### src/sv/iq_rms_level_meter_defines.svh
// ----------------------------------------------------------------------------
// iq_rms_level_meter_defines
// Assertion macros used by the level meter RTL.
// ----------------------------------------------------------------------------
`ifndef IQ_RMS_LEVEL_METER_DEFINES_SVH
`define IQ_RMS_LEVEL_METER_DEFINES_SVH

// Property checked at every clock while out of reset.
`define IQRMS_ASSERT(lbl, prop, msg) \
    lbl: assert property (@(posedge aclk) disable iff (!aresetn) (prop)) \
        else $error(msg);

// Condition in one cycle implies a consequence in the next cycle.
`define IQRMS_ASSERT_NEXT(lbl, cond, cons, msg) \
    lbl: assert property (@(posedge aclk) disable iff (!aresetn) (cond) |=> (cons)) \
        else $error(msg);

`endif

### src/sv/iqrms_pkg.sv
// ----------------------------------------------------------------------------
// iqrms_pkg
// Shared constants and types of the I/Q RMS level meter.
// ----------------------------------------------------------------------------
`timescale 1ns / 1ps

package iqrms_pkg;

    localparam int CHANNELS   = 4;
    localparam int CH_W       = 4;
    localparam int SAMPLE_W   = 16;
    localparam int SUM_W      = 48;
    localparam int TALLY_W    = 16;
    localparam int LEVEL_W    = 16;
    localparam int ROOT_W     = SUM_W / 2;
    localparam int ENTRY_W    = SUM_W + TALLY_W;
    localparam int ADDR_W     = (CHANNELS > 1) ? $clog2(CHANNELS) : 1;
    localparam int STEP_W     = $clog2(SUM_W + 1);

    localparam logic [15:0] THRESHOLD_RESET = 16'd2400;
    localparam logic [2:0]  ADDR_THRESHOLD  = 3'd0;

    typedef enum logic [2:0] {
        ST_IDLE,
        ST_MUL,
        ST_ACC,
        ST_DIV,
        ST_SQRT,
        ST_OUT
    } state_t;

endpackage

### src/sv/iqrms_ram.sv
// ----------------------------------------------------------------------------
// iqrms_ram
// Generic single-port RAM with registered read data.
// ----------------------------------------------------------------------------
`timescale 1ns / 1ps

module iqrms_ram #(
    parameter int WIDTH = 64,
    parameter int DEPTH = 4
) (
    input  logic                                   aclk,
    input  logic                                   we,
    input  logic [(DEPTH > 1 ? $clog2(DEPTH) : 1)-1:0] addr,
    input  logic [WIDTH-1:0]                       wdata,
    output logic [WIDTH-1:0]                       rdata
);

    logic [WIDTH-1:0] mem [DEPTH];
    logic [WIDTH-1:0] rdata_reg;

    always_ff @(posedge aclk) begin
        if (we) begin
            mem[addr] <= wdata;
        end
        rdata_reg <= mem[addr];
    end

    assign rdata = rdata_reg;

endmodule

### src/sv/iq_rms_level_meter.sv
// ----------------------------------------------------------------------------
// iq_rms_level_meter
// Per-channel RMS level meter for complex Q1.15 I/Q samples.
// ----------------------------------------------------------------------------
// Input channel (s_*): one I/Q sample per transaction with its channel number
// and a packet-end mark. Channels outside 1..CHANNELS are dropped.
// Each valid sample adds I*I+Q*Q to the channel sum and bumps its tally; the
// per-channel state sits in a single RAM entry (sum and tally).
// Each sample passes through RAM read, multiply, accumulate and write back.
// On a packet end with the tally at or above sample_threshold, the mean is
// formed by a 48-step restoring divider and the root by a 24-step digit
// recurrence, one step per cycle. The result (m_*) goes to an output
// register; the next sample is accepted while it waits. If the receiver
// stalls, a further result holds in the datapath and input is held off until
// the register frees. Reset clears all channel sums and tallies at once
// through per-entry valid bits and sets sample_threshold to 2400. The
// threshold is written over APB at byte address 0; pready is always high.
// ----------------------------------------------------------------------------
`timescale 1ns / 1ps
`include "iq_rms_level_meter_defines.svh"

module iq_rms_level_meter
    import iqrms_pkg::*;
(
    input  logic                       aclk,
    input  logic                       aresetn,
    input  logic                       s_valid,
    output logic                       s_ready,
    input  logic [CH_W-1:0]            s_channel,
    input  logic signed [SAMPLE_W-1:0] s_in_phase,
    input  logic signed [SAMPLE_W-1:0] s_quadrature,
    input  logic                       s_packet_end,
    output logic                       m_valid,
    input  logic                       m_ready,
    output logic [CH_W-1:0]            m_level_channel,
    output logic [LEVEL_W-1:0]         m_rms_level,
    input  logic                       psel,
    input  logic                       penable,
    input  logic                       pwrite,
    input  logic [2:0]                 paddr,
    input  logic [31:0]                pwdata,
    output logic [31:0]                prdata,
    output logic                       pready
);

    state_t state_reg, state_next;

    logic [15:0]                thr_reg;
    logic [CHANNELS-1:0]        vld_reg;
    logic                       rd_vld_reg;
    logic [CH_W-1:0]            ch_reg;
    logic [ADDR_W-1:0]          idx_reg;
    logic signed [SAMPLE_W-1:0] i_reg, q_reg;
    logic                       last_reg;
    logic [2*SAMPLE_W-1:0]      pi_reg, pq_reg;
    logic [ENTRY_W-1:0]         ent_reg;

    logic [SUM_W-1:0]           wrk_reg, wrk_next;
    logic [TALLY_W:0]           rem_reg, rem_next;
    logic [TALLY_W-1:0]         div_reg, div_next;
    logic [ROOT_W+1:0]          srem_reg, srem_next;
    logic [ROOT_W-1:0]          root_reg, root_next;
    logic [STEP_W-1:0]          step_reg, step_next;

    logic                       m_valid_reg;
    logic [CH_W-1:0]            m_ch_reg;
    logic [LEVEL_W-1:0]         m_lvl_reg;

    logic                       in_fire, ch_ok, cfg_wr, out_load;
    logic                       ram_we;
    logic [ADDR_W-1:0]          ram_addr;
    logic [ENTRY_W-1:0]         ram_wdata, ram_rdata;
    logic [ADDR_W-1:0]          in_idx;

    logic signed [2*SAMPLE_W-1:0] pi_prod, pq_prod;
    logic [SUM_W:0]             sum_add;
    logic [SUM_W-1:0]           sum_new;
    logic [TALLY_W-1:0]         tally_new;
    logic                       emit;
    logic [TALLY_W:0]           rem_sh;
    logic [ROOT_W+1:0]          srem_sh, trial;
    logic [LEVEL_W-1:0]         root_sat;

    assign in_idx  = ADDR_W'(s_channel - CH_W'(1));
    assign ch_ok   = (s_channel != '0) && (s_channel <= CH_W'(CHANNELS));
    assign s_ready = (state_reg == ST_IDLE);
    assign in_fire = s_valid && s_ready;
    assign cfg_wr  = psel && penable && pwrite;
    assign pready  = 1'b1;
    assign prdata  = (paddr == ADDR_THRESHOLD) ? {16'd0, thr_reg} : 32'd0;

    iqrms_ram #(
        .WIDTH(ENTRY_W),
        .DEPTH(CHANNELS)
    ) u_state_ram (
        .aclk (aclk),
        .we   (ram_we),
        .addr (ram_addr),
        .wdata(ram_wdata),
        .rdata(ram_rdata)
    );

    // full-width signed squares
    assign pi_prod = i_reg * i_reg;
    assign pq_prod = q_reg * q_reg;

    // accumulate
    assign sum_add   = {1'b0, ent_reg[ENTRY_W-1:TALLY_W]}
                     + (SUM_W+1)'(pi_reg) + (SUM_W+1)'(pq_reg);
    assign sum_new   = sum_add[SUM_W] ? {SUM_W{1'b1}} : sum_add[SUM_W-1:0];
    assign tally_new = (ent_reg[TALLY_W-1:0] == {TALLY_W{1'b1}})
                     ? ent_reg[TALLY_W-1:0] : ent_reg[TALLY_W-1:0] + TALLY_W'(1);
    assign emit      = last_reg && (tally_new >= thr_reg);

    // one divider step and one root step
    assign rem_sh  = {rem_reg[TALLY_W-1:0], wrk_reg[SUM_W-1]};
    assign srem_sh = {srem_reg[ROOT_W-1:0], wrk_reg[SUM_W-1:SUM_W-2]};
    assign trial   = {root_reg, 2'b01};
    assign root_sat = (|root_reg[ROOT_W-1:LEVEL_W]) ? {LEVEL_W{1'b1}}
                                                     : root_reg[LEVEL_W-1:0];
    assign out_load = (state_reg == ST_OUT) && (!m_valid_reg || m_ready);

    always_comb begin
        state_next = state_reg;
        ram_we     = 1'b0;
        ram_addr   = idx_reg;
        ram_wdata  = {sum_new, tally_new};
        wrk_next   = wrk_reg;
        rem_next   = rem_reg;
        div_next   = div_reg;
        srem_next  = srem_reg;
        root_next  = root_reg;
        step_next  = step_reg;
        unique case (state_reg)
            ST_IDLE: begin
                ram_addr = in_idx;
                if (in_fire && ch_ok) begin
                    state_next = ST_MUL;
                end
            end
            ST_MUL: begin
                state_next = ST_ACC;
            end
            ST_ACC: begin
                ram_we = 1'b1;
                if (emit) begin
                    ram_wdata  = '0;
                    wrk_next   = sum_new;
                    div_next   = tally_new;
                    rem_next   = '0;
                    step_next  = '0;
                    state_next = ST_DIV;
                end else begin
                    state_next = ST_IDLE;
                end
            end
            ST_DIV: begin
                if (rem_sh >= {1'b0, div_reg}) begin
                    rem_next = rem_sh - {1'b0, div_reg};
                    wrk_next = {wrk_reg[SUM_W-2:0], 1'b1};
                end else begin
                    rem_next = rem_sh;
                    wrk_next = {wrk_reg[SUM_W-2:0], 1'b0};
                end
                step_next = step_reg + STEP_W'(1);
                if (step_reg == STEP_W'(SUM_W - 1)) begin
                    srem_next  = '0;
                    root_next  = '0;
                    step_next  = '0;
                    state_next = ST_SQRT;
                end
            end
            ST_SQRT: begin
                wrk_next = {wrk_reg[SUM_W-3:0], 2'b00};
                if (srem_sh >= trial) begin
                    srem_next = srem_sh - trial;
                    root_next = {root_reg[ROOT_W-2:0], 1'b1};
                end else begin
                    srem_next = srem_sh;
                    root_next = {root_reg[ROOT_W-2:0], 1'b0};
                end
                step_next = step_reg + STEP_W'(1);
                if (step_reg == STEP_W'(ROOT_W - 1)) begin
                    state_next = ST_OUT;
                end
            end
            ST_OUT: begin
                if (out_load) begin
                    state_next = ST_IDLE;
                end
            end
            default: begin
                state_next = ST_IDLE;
            end
        endcase
    end

    always_ff @(posedge aclk) begin
        if (!aresetn) begin
            state_reg   <= ST_IDLE;
            thr_reg     <= THRESHOLD_RESET;
            vld_reg     <= '0;
            m_valid_reg <= 1'b0;
        end else begin
            state_reg <= state_next;
            if (cfg_wr && paddr == ADDR_THRESHOLD) begin
                thr_reg <= pwdata[15:0];
            end
            if (ram_we) begin
                vld_reg[idx_reg] <= 1'b1;
            end
            if (out_load) begin
                m_valid_reg <= 1'b1;
            end else if (m_ready) begin
                m_valid_reg <= 1'b0;
            end
        end
    end

    always_ff @(posedge aclk) begin
        if (in_fire) begin
            ch_reg     <= s_channel;
            idx_reg    <= in_idx;
            i_reg      <= s_in_phase;
            q_reg      <= s_quadrature;
            last_reg   <= s_packet_end;
            rd_vld_reg <= vld_reg[in_idx];
        end
        if (state_reg == ST_MUL) begin
            pi_reg  <= unsigned'(pi_prod);
            pq_reg  <= unsigned'(pq_prod);
            ent_reg <= rd_vld_reg ? ram_rdata : '0;
        end
        wrk_reg  <= wrk_next;
        rem_reg  <= rem_next;
        div_reg  <= div_next;
        srem_reg <= srem_next;
        root_reg <= root_next;
        step_reg <= step_next;
        if (out_load) begin
            m_ch_reg  <= ch_reg;
            m_lvl_reg <= root_sat;
        end
    end

    assign m_valid         = m_valid_reg;
    assign m_level_channel = m_ch_reg;
    assign m_rms_level     = m_lvl_reg;

    `IQRMS_ASSERT_NEXT(a_drop_bad_channel, in_fire && !ch_ok, s_ready,
        "dropped transaction did not return to idle")
    `IQRMS_ASSERT(a_out_channel_range,
        !out_load || (ch_reg != '0 && ch_reg <= CH_W'(CHANNELS)),
        "result for a channel out of range")
    `IQRMS_ASSERT_NEXT(a_clear_on_emit, state_reg == ST_ACC && emit,
        state_reg == ST_DIV && vld_reg[idx_reg],
        "emitting sample did not start the divider")

endmodule

### config.mk
export PLATFORM = sky130hd
export DESIGN_NAME = iq_rms_level_meter
export DESIGN_NICKNAME = d
export VERILOG_FILES = /design/src/sv/iqrms_pkg.sv /design/src/sv/iqrms_ram.sv /design/src/sv/iq_rms_level_meter.sv
export VERILOG_INCLUDE_DIRS = /design/src /design/src/sv
export SDC_FILE = /design/constraint.sdc
export NUM_CORES = 2
export LEC_CHECK = 0
export BUFFER_PORTS_ARGS = -buffer_cell sky130_fd_sc_hd__buf_2
export CAP_MARGIN = 20
export CORE_MARGIN = 10
export CORE_UTILIZATION = 55
export DETAILED_ROUTE_END_ITERATION = 16
export GPL_ROUTABILITY_DRIVEN = 0
export PLACE_DENSITY_LB_ADDON = 0.2
export SYNTH_ARGS = -nofsm -noshare
export SYNTH_HDL_FRONTEND = slang
export SYNTH_SLANG_ARGS = --single-unit
export TNS_END_PERCENT = 20
### constraint.sdc
create_clock -name aclk -period 10.4 [get_ports aclk]
set_input_delay 3.12 -clock aclk [delete_from_list [all_inputs] [get_ports aclk]]
set_output_delay 3.12 -clock aclk [all_outputs]
set_load 0.005 [all_outputs]
## Word level (Yosys, flattened, before mapping)

Memory sizes are Yosys's and may differ from the RTL's. A register that Yosys moved wholly into a read port is not among the register bits.
Index checks and enable logic that the tools add are counted.

- Register bits after elaboration: 346
- RAM bits: 256
- Output and inout bits: 55
- Memories kept: 1

Memories:

| memory | words | bits a word | rd ports | clocked after Yosys merged registers in | wr ports | line | text |
|---|---|---|---|---|---|---|---|
| u_state_ram.mem | 4 | 64 | 1 | 1 | 1 | iqrms_ram.sv:18 | `logic [WIDTH-1:0] mem [DEPTH];` |

- Add/subtract/negate cells: 7
- $mul: 2
- Magnitude comparators: 7
- Equality and inequality tests: 13
- Mux-type cells: 36
- Bitwise logic cells: 1
- Reduce and logical (&&, ||, !) cells: 24

Operators with widths:

| operator | count |
|---|---|
| $pmux 48 s3 | 1 |
| $mux 64 | 2 |
| $mux 48 | 2 |
| $pmux 24 s2 | 2 |
| $mux 24 | 3 |
| $mul 16x16->32 | 2 |
| $mux 16 | 4 |
| $add 48x32->49 | 1 |
| $add 49x32->49 | 1 |
| $pmux 16 s2 | 1 |
| $ge 26x26->1 | 1 |
| $sub 24x24->24 | 1 |
| $pmux 3 s6 | 1 |
| $pmux 6 s3 | 1 |
| $ge 17x16->1 | 1 |
| $add 16x1->16 const B | 1 |
| $eq 16x16->1 const B | 1 |
| $ge 16x16->1 | 1 |
| $sub 16x16->16 | 1 |
| $mux 3 | 4 |
| $mux 6 | 2 |
| $logic_and 1x1->1 | 9 |
| $mux 1 | 9 |
| $ne 2x2->1 const B | 4 |
| 24 further kinds | 34 |

## Depth between registers and ports, before layout

- Depth after elaboration: 6
- Depth in mapped cells: 26

## Cells and area by module

From an unflattened synthesis, not the netlist that was laid out.

- Cell total of the unflattened synthesis: 4140
- Area total of the unflattened synthesis: 47523.1 µm²

By module, submodules not included:

| module | times used | cells each | area an instance (µm²) |
|---|---|---|---|
| iq_rms_level_meter | 1 | 3736 | 36955.4 |
| iqrms_ram | 1 | 404 | 10567.6 |

## Least setup slack after synthesis

No wires, ideal clock.

- Kind: register to register
- From: reg state_reg[0]
- To: reg ent_reg[0] (enable)
- Library setup time: 794 ps
- Data arrival time: 9742 ps
- Slack: -136 ps
- Cell stages (with the launch flop): 3
- Period minus slack after synthesis: 10536 ps
- Path through: dfxtp_1 clkbuf_1 nor3b_1

- Word-level cells in the longest chain between the ends: 1

Ends and longest elaborated chain:

| what | line | text |
|---|---|---|
| from (decl) | iq_rms_level_meter.sv:46 | `state_t state_reg, state_next;` |
| from (signal assigned) | iq_rms_level_meter.sv:205 | `state_reg <= state_next;` |
| $eq 3x1->1 | iq_rms_level_meter.sv:229 | `if (state_reg == ST_MUL) begin` |
| to (signal assigned) | iq_rms_level_meter.sv:232 | `ent_reg <= rd_vld_reg ? ram_rdata : '0;` |
| to (decl) | iq_rms_level_meter.sv:56 | `logic [ENTRY_W-1:0] ent_reg;` |

Every way passes these cells.
A chain may end at the register's enable or synchronous reset.

## Worst setup path after layout

- From: reg i_reg[15]
- To: reg pi_reg[31], data pin

- Word-level cells in the longest chain between the ends: 1

Ends and longest elaborated chain:

| what | line | text |
|---|---|---|
| from (decl) | iq_rms_level_meter.sv:53 | `logic signed [SAMPLE_W-1:0] i_reg, q_reg;` |
| from (signal assigned) | iq_rms_level_meter.sv:224 | `i_reg <= s_in_phase;` |
| $mul 16x16->32 | iq_rms_level_meter.sv:104 | `assign pi_prod = i_reg * i_reg;` |
| via pi_prod[31] | iq_rms_level_meter.sv:75 | `logic signed [2*SAMPLE_W-1:0] pi_prod, pq_prod;` |
| to (signal assigned) | iq_rms_level_meter.sv:230 | `pi_reg <= unsigned'(pi_prod);` |
| to (decl) | iq_rms_level_meter.sv:55 | `logic [2*SAMPLE_W-1:0] pi_reg, pq_reg;` |

The timed path passes the listed nets, and every way through them passes these cells.

==> run_results.csv <==
group,metric,value,unit
min_path,hold_class,"flop to flop",
timing,tns,0,ns
critical_path,critical-path-top-delay-family,"adder cells",
routing,first_pass_iters,8,
routing,drc,0,
final_layout,n_antenna_cell,0,
placed_design,dpl_cell_area,49250,um2
global_route,grt_pass1_vias,31830,
placed_design,hpwl,72770,um
final_layout,area_delta_synth_final,8.749,%
final_layout,fin_nets,5320,
timing,fmax,135.2,MHz
floorplanning,core,85550,um2
final_layout,final_common_cell,"inv_1",
logic_synthesis,synth_area_leader_cell,"edfxtp_1",
clocking,clockBufferDepth,3,
timing,min_period,7.395,ns
floorplanning,io_pins,134,
critical_path,crit_buf_inv,3,
global_route,grt_start_max_net_pins,83,
clocking,cts_buffers,75,
floorplanning,dieArea,98790,um2
clocking,post_cts_buffers,0,
critical_path,path_class,"flop to flop",
timing,rsz0062_at_grt,"no",
logic_synthesis,ys_seq_area_share,40.01,%
final_layout,mostFrequentLayoutCells,"inv_1 (764), edfxtp_1 (576), nand2_1 (517)",
job,maxCapViolations,0,
placed_design,dp_cells,5531,
final_layout,fin_util,60.56,%
critical_path,worstSetupEndpointType,"flop",
clocking,htreeDepth,3,
timing,setup_viol,0,
logic_synthesis,ys_top_cells_by_area,"edfxtp_1 (36%), fa_1 (21%), ha_1 (7.1%)",
final_layout,stdcell_area,51810,um2
logic_synthesis,synth_top_area_share,36.31,%
routing,vias,30750,
logic_synthesis,yosys_warnings,0,
clocking,cts.sink_count,664,
clocking,clock_latency,0.63,ns
final_layout,largest_reg_flops,256,
routing,wl,101700,um
timing,worst_pin_slew,1.115,ns
logic_synthesis,syn_area,47640,um2
floorplanning,die_x,314.3,um
logic_synthesis,synth_cell_types,86,
timing,fin_crit_sh,71.11,%
critical_path,path_cells,"inv_1, nor2_1, fa_1, fa_1, fa_1, fa_1, fa_1, inv_1, fa_1, inv_1, ha_1, and3_1, and4b_1, a211oi_1, o31ai_1, o21ai_0, nand4b_1, a31o_2, a21oi_1, xnor2_1",
floorplanning,fp.dieH,314.3,um
floorplanning,row_count,107,
clocking,cts_resized,0,
critical_path,critPathMaxStageDelay,0.80,ns
logic_synthesis,synth_edf_count,576,
critical_path,cpMaxStageDelayCell,"edfxtp_1",
logic_synthesis,synth_compound_area_share,8.116,%
timing,timing_hold_violations_final,0,
logic_synthesis,synthMuxAreaShare,1.022,%
logic_synthesis,synth_seq_cells,664,
logic_synthesis,syn_inst,4413,
logic_synthesis,synthFlopType,"edfxtp_1",
critical_path,critPathArrivalTime,7.76,ns
timing,maxSlewHeadroom,25.31,%
logic_synthesis,postSynthAreaPerCell,10.79,um2
timing,clock_skew,0.02694,ns
logic_synthesis,yosys.area_share.adder,28.28,%
critical_path,required,10.77,ns
critical_path,crit_path_start_kind,"flop",
placed_design,port_buffers,100,
final_layout,drive_gt1_share,6.977,%
logic_synthesis,synth-simple-area-share,11.98,%
logic_synthesis,synthXorXnorAreaFrac,2.978,%
global_route,grt_use_total,20.78,%
clocking,ctsHoldBuffers,0,
global_route,antenna_found_initial,1,
routing,antenna_left,0,
logic_synthesis,async_reset_ff_share,0,%
global_route,grt_pass1_wl,165700,um
outcome,outcome,"complete, no violations",
clocking,clk_pin_slew,0.06,ns
critical_path,crit_top_cell,"fa_1",
floorplanning,start_util,55.69,%
routing,drtIter0Drc,2240,
timing,maxSlewViolCount,0,
critical_path,cp_max_fo,20,
logic_synthesis,synth_top_family_by_area,"adder cells",
routing,wire_per_inst,17.93,um
routing,viasPerCell,5.420,
final_layout,n_fill_cell,7007,
clocking,cts-root-buf,"clkbuf_16",
global_route,grt_remaining_overflow,0,
clocking,cts_tree,"yes",
final_layout,final_cells,5673,
==> worst register-to-register path: cells and delay by family (launching register included) <==
kind,cells,cell delay (ns)
XOR/XNOR,1,0.09
flip-flops,1,0.80
adder cells (fa/ha/maj),7,3.39
AND/OR/NAND/NOR,4,1.05
buffers and inverters,3,0.55
AO/OA/AOI/OAI,5,1.27
==> path summary, 6_finish.rpt <==
path	to	slack (ns)	cells past startpoint	start
min	m_level_channel[0]$_DFFE_PP_	0.43	0	ch_reg[0]$_DFFE_PP_
min reg2reg	m_level_channel[0]$_DFFE_PP_	0.43	0	ch_reg[0]$_DFFE_PP_
max reg2reg	pi_reg[31]$_DFFE_PP_	3.00	20	i_reg[15]$_DFFE_PP_
max	pi_reg[31]$_DFFE_PP_	3.00	20	i_reg[15]$_DFFE_PP_
==> cells by family (layout without fill, tap and decap cells) <==
group           after synthesis  in the layout
buf+inv                     936           1035
simple gates               1244           1244
xor+xnor                    162            162
compound gates              583            583
fa+ha+maj                   775            775
flops                       664            664
mux                          47             47
other cells                   2             19
==> metrics by stage <==
stage | setup slack, ns | hold slack [ns]
floorplan | 1.545 | 0.4003
global placement | 3.213 | 0.4014
detailed placement | 3.071 | 0.4146
CTS | 2.992 | 0.4286
global route | 2.603 | 0.4356
finish | 3.005 | 0.4257
==> synthesized netlist by cell type (19+ instances only) <==
| cell | instances |
|---|---|
| nand4_1 | 19 |
| nor2b_1 | 28 |
| a31oi_1 | 81 |
| a22oi_1 | 46 |
| nor3_1 | 32 |
| xnor2_1 | 120 |
| fa_1 | 503 |
| nor2_1 | 287 |
| nand3_1 | 60 |
| and2_1 | 160 |
| dfxtp_1 | 88 |
| clkbuf_1 | 130 |
| a21o_1 | 54 |
| o21ai_0 | 73 |
| mux2i_1 | 43 |
| edfxtp_1 | 576 |
| inv_1 | 764 |
| nand2_1 | 518 |
| and3_1 | 81 |
| ha_1 | 272 |
| buf_4 | 23 |
| xor2_1 | 42 |
| a21oi_1 | 129 |
| o21ai_1 | 43 |
==> cell type report <==
class / instances / area (um2) / area share (%)
clock buffers: 101 / 2046 / 3.949
well taps: 1144 / 1431 / 2.763
repair buffers: 128 / 738.2 / 1.425
flip-flops and latches: 664 / 19060 / 36.79
multi-input cells: 2830 / 25190 / 48.62
inverters: 767 / 2879 / 5.557
clock inverters: 39 / 464.2 / 0.8960
==> layer usage <==
layer / global-route usage, % / vias up / routed length (um)
li1: - / 14560 / -
met1: 27.34 / 15290 / 43910
met2: 35.68 / 756 / 49970
met3: 2.809 / 141 / 5018
met4: 5.998 / 0 / 2789
met5: 0 / - / 0
Power is not shown: default switching activity piles up to over one toggle a cycle in this logic, so the estimate is an artifact.
